**src/hdl/three_way_interval_intersection_assert.svh**
```systemverilog
// ----------------------------------------------------------------------------
// Assertion macros for the three-way interval intersection block
// Clocked concurrent assertion helpers, with and without reset gating.
// ----------------------------------------------------------------------------
`ifndef THREE_WAY_INTERVAL_INTERSECTION_ASSERT_SVH
`define THREE_WAY_INTERVAL_INTERSECTION_ASSERT_SVH

// checked only while out of reset
`define TWII_ASSERT(label, prop) \
  label: assert property (@(posedge clk_i) disable iff (!rst_ni) prop) \
    else $error("assertion failed");

// checked at every edge, reset included
`define TWII_ASSERT_ALWAYS(label, prop) \
  label: assert property (@(posedge clk_i) prop) \
    else $error("assertion failed");

`endif

```
**src/hdl/twii_ram.sv**
```systemverilog
// ----------------------------------------------------------------------------
// twii_ram
// Generic single-port-write, single-port-read RAM with registered read data.
// ----------------------------------------------------------------------------
module twii_ram #(
  parameter int WIDTH = 8,
  parameter int DEPTH = 16
) (
  input  logic                     clk_i,
  input  logic                     we_i,
  input  logic [$clog2(DEPTH)-1:0] waddr_i,
  input  logic [WIDTH-1:0]         wdata_i,
  input  logic                     re_i,
  input  logic [$clog2(DEPTH)-1:0] raddr_i,
  output logic [WIDTH-1:0]         rdata_o
);

  logic [WIDTH-1:0] mem_q [DEPTH];
  logic [WIDTH-1:0] rdata_q;

  always_ff @(posedge clk_i) begin
    if (we_i) begin
      mem_q[waddr_i] <= wdata_i;
    end
    if (re_i) begin
      rdata_q <= mem_q[raddr_i];
    end
  end

  assign rdata_o = rdata_q;

endmodule

```
**config.mk**
```make
export PLATFORM = sky130hd
export DESIGN_NAME = twii_ram
export DESIGN_NICKNAME = d
export VERILOG_FILES = /design/src/hdl/three_way_interval_intersection_assert.svh /design/src/hdl/twii_ram.sv
export SDC_FILE = /design/constraint.sdc
export NUM_CORES = 1
export LEC_CHECK = 0
export ABC_AREA = 0
export BUFFER_PORTS_ARGS = -buffer_cell sky130_fd_sc_hd__clkbuf_2
export CORE_ASPECT_RATIO = 1.1
export CORE_MARGIN = 8
export CORE_UTILIZATION = 60
export DETAILED_ROUTE_END_ITERATION = 16
export HOLD_SLACK_MARGIN = 0.02
export PLACE_DENSITY = 0.87
export SYNTH_ARGS = -nofsm -noshare
export SYNTH_HDL_FRONTEND = slang
export SYNTH_SLANG_ARGS = --single-unit
```
**constraint.sdc**
```tcl
create_clock -name clk_i -period 2.5 [get_ports clk_i]
set_input_delay 0.375 -clock clk_i [delete_from_list [all_inputs] [get_ports clk_i]]
set_output_delay 0.375 -clock clk_i [all_outputs]
set_load 0.005 [all_outputs]
```
==> results of run 1 <==
-- worst min-delay path by stage --
stage | from | endpoint | slack (ns) | cells after the start
2_1_floorplan | wdata_i[0] | mem_q[0][0] | 0.47 | 0
3_3_place_gp | mem_q[14][1] | rdata_o[1] | 0.72 | 3
3_5_place_dp | mem_q[14][6] | rdata_o[6] | 0.74 | 3
4_1_cts | re_i | rdata_o[4] | 0.26 | 1
5_1_grt | wdata_i[4] | mem_q[6][4] | 0.27 | 1
6_report | wdata_i[4] | mem_q[12][4] | 0.28 | 1
-- metal layers --
metal	GRT usage [%]	up-vias	wire length [um]
met2	29.3	157	5340
li1	-	1090	-
met4	9.33	0	201
met3	4.62	19	943
met5	0	-	0
met1	23.5	1330	4200
-- area by class of cell --
type                            instances  area (sq um)  share of cell area [%]
Multi-Input combinational cell         83          1060                    17.1
Tap cell                              111           139                    2.25
Clock buffer                           18           418                    6.76
Clock inverter                         14           199                    3.22
Sequential cell                       136          4080                    66.1
Timing Repair Buffer                   43           283                    4.58
-- state kept, by name, indices dropped and copies added (netlist names) --
| register | cells |
|---|---|
| mem_q | 128 |
| rdata_o | 8 |
-- worst register-to-register path, cell delays in order (launching register included) --
cell and delay [ns]:
edfxtp_1 0.37, mux4_1 0.52, a22oi_1 0.28, nand2_1 0.12
-- placed cells by master, fill, tap and decap left out, types with 2 or more instances in the layout --
master,n
nor3_1,4
nor2_1,13
buf_4,15
bufinv_16,4
clkinvlp_4,3
nand3b_1,2
buf_12,2
clkbuf_16,16
clkbuf_2,26
a22oi_1,16
nand2_1,9
mux4_2,18
mux4_1,14
clkinv_4,4
inv_6,2
nand2b_1,2
edfxtp_1,136
-- report_power, final --
part | leakage, uW | switching, uW | total, uW | internal (uW)
Sequential | 0.00124 | 14.4 | 2580 | 2570
Combinational | 0.000578 | 135 | 234 | 98.5
Clock | 0.000290 | 932 | 2560 | 1630
Total | 0.00210 | 1080 | 5380 | 4300
-- stage by stage --
step	util [%]	instances
6_report	73.5	405
5_1_grt	73.5	405
4_1_cts	73.5	405
3_5_place_dp	66.2	373
3_3_place_gp	66.2	373
2_1_floorplan	-	229
-- cells by family after synthesis --
group | count (synthesis) | synth area share [%]
AND/OR/NAND/NOR | 35 | 3.14
flip-flops | 136 | 78.1
AO/OA/AOI/OAI | 16 | 2.30
multiplexers | 32 | 14.8
buffers and inverters | 10 | 1.65
==> qor.yml, run 1 <==
relSlewSlack_pct: 42.8
postSynthNetCount: 248
clk_latency_ns: 0.51
crit_path_max_incr_delay_ns: 0.52
cts_resized: 0
antenna_found_initial: 0
cts_tree: "built"
grt_max_degree: 33
root_buffer: "clkbuf_8"
period_share_pct: 61.9
synthToLayoutAreaGrowth_pct: 18.2
core_area_sq_um: 8410
layout-drive-gt1-share_pct: 31.3
die-area_sq_um: 12000
first_global_vias: 2587
numPortBuffers: 26
hold_viol_final: 0
worst_slack_ns: 0.954
cp-start-kind: "flip-flop"
syn_inst: 229
ys.flop_type: "edfxtp_1"
critical_path_class: "flip-flop to flip-flop"
max_freq_mhz: 647
rows: 35
final_antenna_net_count: 0
nFillCells: 467
status: "complete, no violations"
arrival_ns: 1.80
routed-via-count: 2596
tightest_slew_ns: 0.855
finalSetupTns_ns: 0
hold_path_class: "primary input to flip-flop"
r2r_cells: 3
pin_count: 27
clkTransAtPathRegs_ns: 0.06
rr_startpoint: "mem_q[1][2]"
cp_cell_sequence: "mux4_1, a22oi_1, nand2_1"
die_h_um: 114
yosysWarnings: 0
ys_top_cells_by_area: "edfxtp_1 (78%), mux4_2 (7.8%), mux4_1 (7.0%)"
clock_path_buffers: 2
yosysUniqueCellTypes: 18
ys_seq_area_share_pct: 78.1
reg2reg_to: "rdata_o[2]"
power_uw: 5380
end_kind: "flip-flop"
grt_pass1_wl_mm: 15.8
synth_common_cells: "edfxtp_1 (136), mux4_2 (18), a22oi_1 (16), mux4_1 (14), nor2_1 (13)"
yosysMostFrequentCell: "edfxtp_1"
synth-async-reset-ratio_pct: 0
drc_errors: 0
period_minus_slack_ns: 1.55
power_density_nw_per_um2: 870
syn-mean-instance-area_sq_um: 22.8
cp_top_family: "multiplexers"
place.gp.congestion: 0.723
start_util_pct: 62.2
wl_per_cell_um: 26.4
hold_buffers: 0
synthesis.area_sq_um: 5230
max_cap_viol_count: 0
via_per_inst: 6.41
postPlaceCellArea_sq_um: 5560
synth_area_leader_cell: "edfxtp_1"
grt_use_total_pct: 18.5
drt-initial-drc-count: 275
slowest_stage: "mux4_1"
synth-seq-cells: 136
synth_top_area_share_pct: 78.1
hpwl_mm: 6.48
first_pass_iters: 5
drt-total-wl_mm: 10.7
synth_edf_count: 136
fin_nets: 300
htreeDepth: 4
rsz0062_at_grt: "no"
numClockSinks: 136
crit_required_ns: 2.75
die_x_um: 105
cellLeakagePower_uw: 0.00210
preCtsSetupSlack_ns: 0.492
setup_violations: 0
critPathCapture: "rdata_o[2]"
grt-ovfl-total: 0
cts_buffers: 17
cts_setup_buffers: 0
skew_ns: 0.00586
critPathLaunch: "mem_q[1][2]"
r2r_slack_ns: 0.95
crit_path_max_fanout: 1
antenna_cells: 0
holdWs_ns: 0.277
worst-path-stages: 3
crit_buf_inv: 0
stdcell_area_sq_um: 6180
vdd_drop_max_mv: 0.542
finalMaxSlewViolations: 0
Note: power is estimated with default switching activity, not from simulation.
==> run 2, diff against run 1 <==
- CORE_UTILIZATION: 60 -> 54
- PLACE_DENSITY: 0.87 -> 0.83
- clock period: 2.5 -> 1.4 ns (I/O delays scaled with it)
==> run 2 against run 1 <==
The flow now finishes with violations (negative setup slack). Combinational power up 96%. Utilization down 7.2 points. Register-to-register slack worse by 1.0 ns. Wire length down 2.5%. Sequential power up 79%. Non-clock buffer count up 8. Total power up 75%. Clock-buffer cell count up 2. Critical path type unchanged. Largest power group unchanged.
==> qor.yml, run 2 (synthesis gave the netlist of run 1 again) <==
status: "finished, violations left"
violations: "negative setup slack"
die_h_um: 119
relSlewSlack_pct: 29.3
die-area_sq_um: 13100
cts_buffers: 17
pin_count: 27
p_comb_share_pct: 4.9
end_kind: "flip-flop"
die_x_um: 110
vdd_drop_max_mv: 0.707
synthToLayoutAreaGrowth_pct: 19.2
mostFrequentLayoutCell: "edfxtp_1"
cts_tree: "built"
grt-ovfl-total: 0
reg2reg_to: "rdata_o[7]"
switching_power_uw: 1780
regArea_sq_um: 4080
postPlaceCellArea_sq_um: 5610
wl_per_cell_um: 24.9
core_area_sq_um: 9400
place.gp.congestion: 0.722
hold_depth: 1
crit_required_ns: 1.65
layout-drive-gt1-share_pct: 40.4
numClockSinks: 136
final_antenna_net_count: 0
grt_max_degree: 20
grt_pass1_wl_mm: 16.0
arrival_ns: 1.73
clock_path_buffers: 2
layout_common_cells: "edfxtp_1 (136), mux4_2 (32), clkbuf_2 (26)"
crit_path_max_fanout: 1
drc_errors: 0
stdcell_area_sq_um: 6230
drt-total-wl_mm: 10.4
cp-start-kind: "flip-flop"
worstHoldStart: "wdata_i[1]"
fin_nets: 308
multiInputGateArea_sq_um: 1060
drt-initial-drc-count: 223
cellLeakagePower_uw: 0.00209
p_clk_share_pct: 46.2
rsz0062_at_grt: "yes"
period_minus_slack_ns: 1.48
crit_path_max_incr_delay_ns: 0.51
htreeDepth: 4
nFillCells: 583
worst_slack_ns: -0.0760
hold_path_class: "primary input to flip-flop"
clkTransAtPathRegs_ns: 0.06
tightest_slew_ns: 1.06
power_density_nw_per_um2: 1510
preCtsSetupSlack_ns: -0.343
skew_ns: 0.00607
setup_violations: 3
r2r_slack_ns: -0.08
clk_latency_ns: 0.51
hpwl_mm: 6.39
finalMaxSlewViolations: 0
root_buffer: "clkbuf_8"
slowest_stage: "mux4_2"
first_global_vias: 2773
pwr-share-seq_pct: 49.0
via_per_inst: 5.96
power_uw: 9430
cp_cell_sequence: "mux4_2, a22oi_2, nand2_1"
p_int_uw: 7650
period_share_pct: 105
r2r_cells: 3
routed-via-count: 2498
switching_share_pct: 18.9
finalSetupTns_ns: -0.173
antenna_found_initial: 0
hold_buffers: 0
antenna_cells: 0
numPortBuffers: 26
largest_reg_flops: 128
first_pass_iters: 4
max_cap_viol_count: 0
crit_buf_inv: 0
hold_viol_final: 0
top_register: "mem_q"
hold-path-endpoint: "mem_q[8][1]"
grt_use_total_pct: 17.3
rows: 37
critical_path_class: "flip-flop to flip-flop"
rr_startpoint: "mem_q[9][7]"
cp_top_family: "multiplexers"
start_util_pct: 55.6
max_freq_mhz: 677
post-route-util_pct: 66.3
## run 2: changes by cell type in the layout (fill, tap and decap cells not counted), moves of 3 or more
cell        change
clkinvlp_4      -3
clkinv_2        +5
clkinv_4        -4
a22oi_2         +9
a22oi_1         -9
buf_4           +7
mux4_2         +14
mux4_1         -14
nor3_1          -3
nor3_2          +3
## run 2: worst max path at each step
| stage | start | end | slack [ns] | depth (start not counted) |
|---|---|---|---|---|
| final | mem_q[9][7] | rdata_o[7] | -0.08 | 3 |
| after global routing | mem_q[11][7] | rdata_o[7] | -0.09 | 3 |
| after CTS | mem_q[11][1] | rdata_o[1] | -0.06 | 3 |
| after detailed placement | raddr_i[0] | rdata_o[1] | -0.34 | 5 |
| after global placement | raddr_i[0] | rdata_o[1] | -0.35 | 5 |
| after floorplan | waddr_i[2] | mem_q[3][0] | -0.08 | 2 |
## run 2: timing repair
| action | in CTS | in global routing |
|---|---|---|
| setup endpoints to repair | 7 | 8 |
| pin swaps | 1 | 3 |
| resized for setup | 4 | 6 |
| setup buffers | 0 | 0 |
## run 2: power groups by stage
stage	clock (uW)	sequential, uW	combinational, uW
after floorplan	0	4690	253
after global placement	0	4700	422
final	4350	4620	459
after detailed placement	0	4700	438
after CTS	4420	4620	455
after global routing	4580	4630	499
## run 2: final cells by class
type                            count  area share (%)
Clock buffer                       20            6.83
Clock inverter                     12            2.51
Multi-Input combinational cell     83            17.1
Sequential cell                   136            65.5
Tap cell                          117            2.35
Timing Repair Buffer               51            5.70
## run 2: per-layer routing
metal  vias to the layer above  part of all wire, %  GRT usage [%]
li1                       1083                    -              -
met2                       136                   52           26.3
met4                         0                  1.7           8.54
met5                         -                    0              0
met3                        12                  8.6           5.66
met1                      1267                   38           21.6
## run 2: stage by stage
step / hold WS (ns) / cells
6_report: 0.122 / 419
5_1_grt: 0.106 / 419
4_1_cts: 0.106 / 419
3_5_place_dp: 0.622 / 387
3_3_place_gp: 0.620 / 387
2_1_floorplan: 0.309 / 229
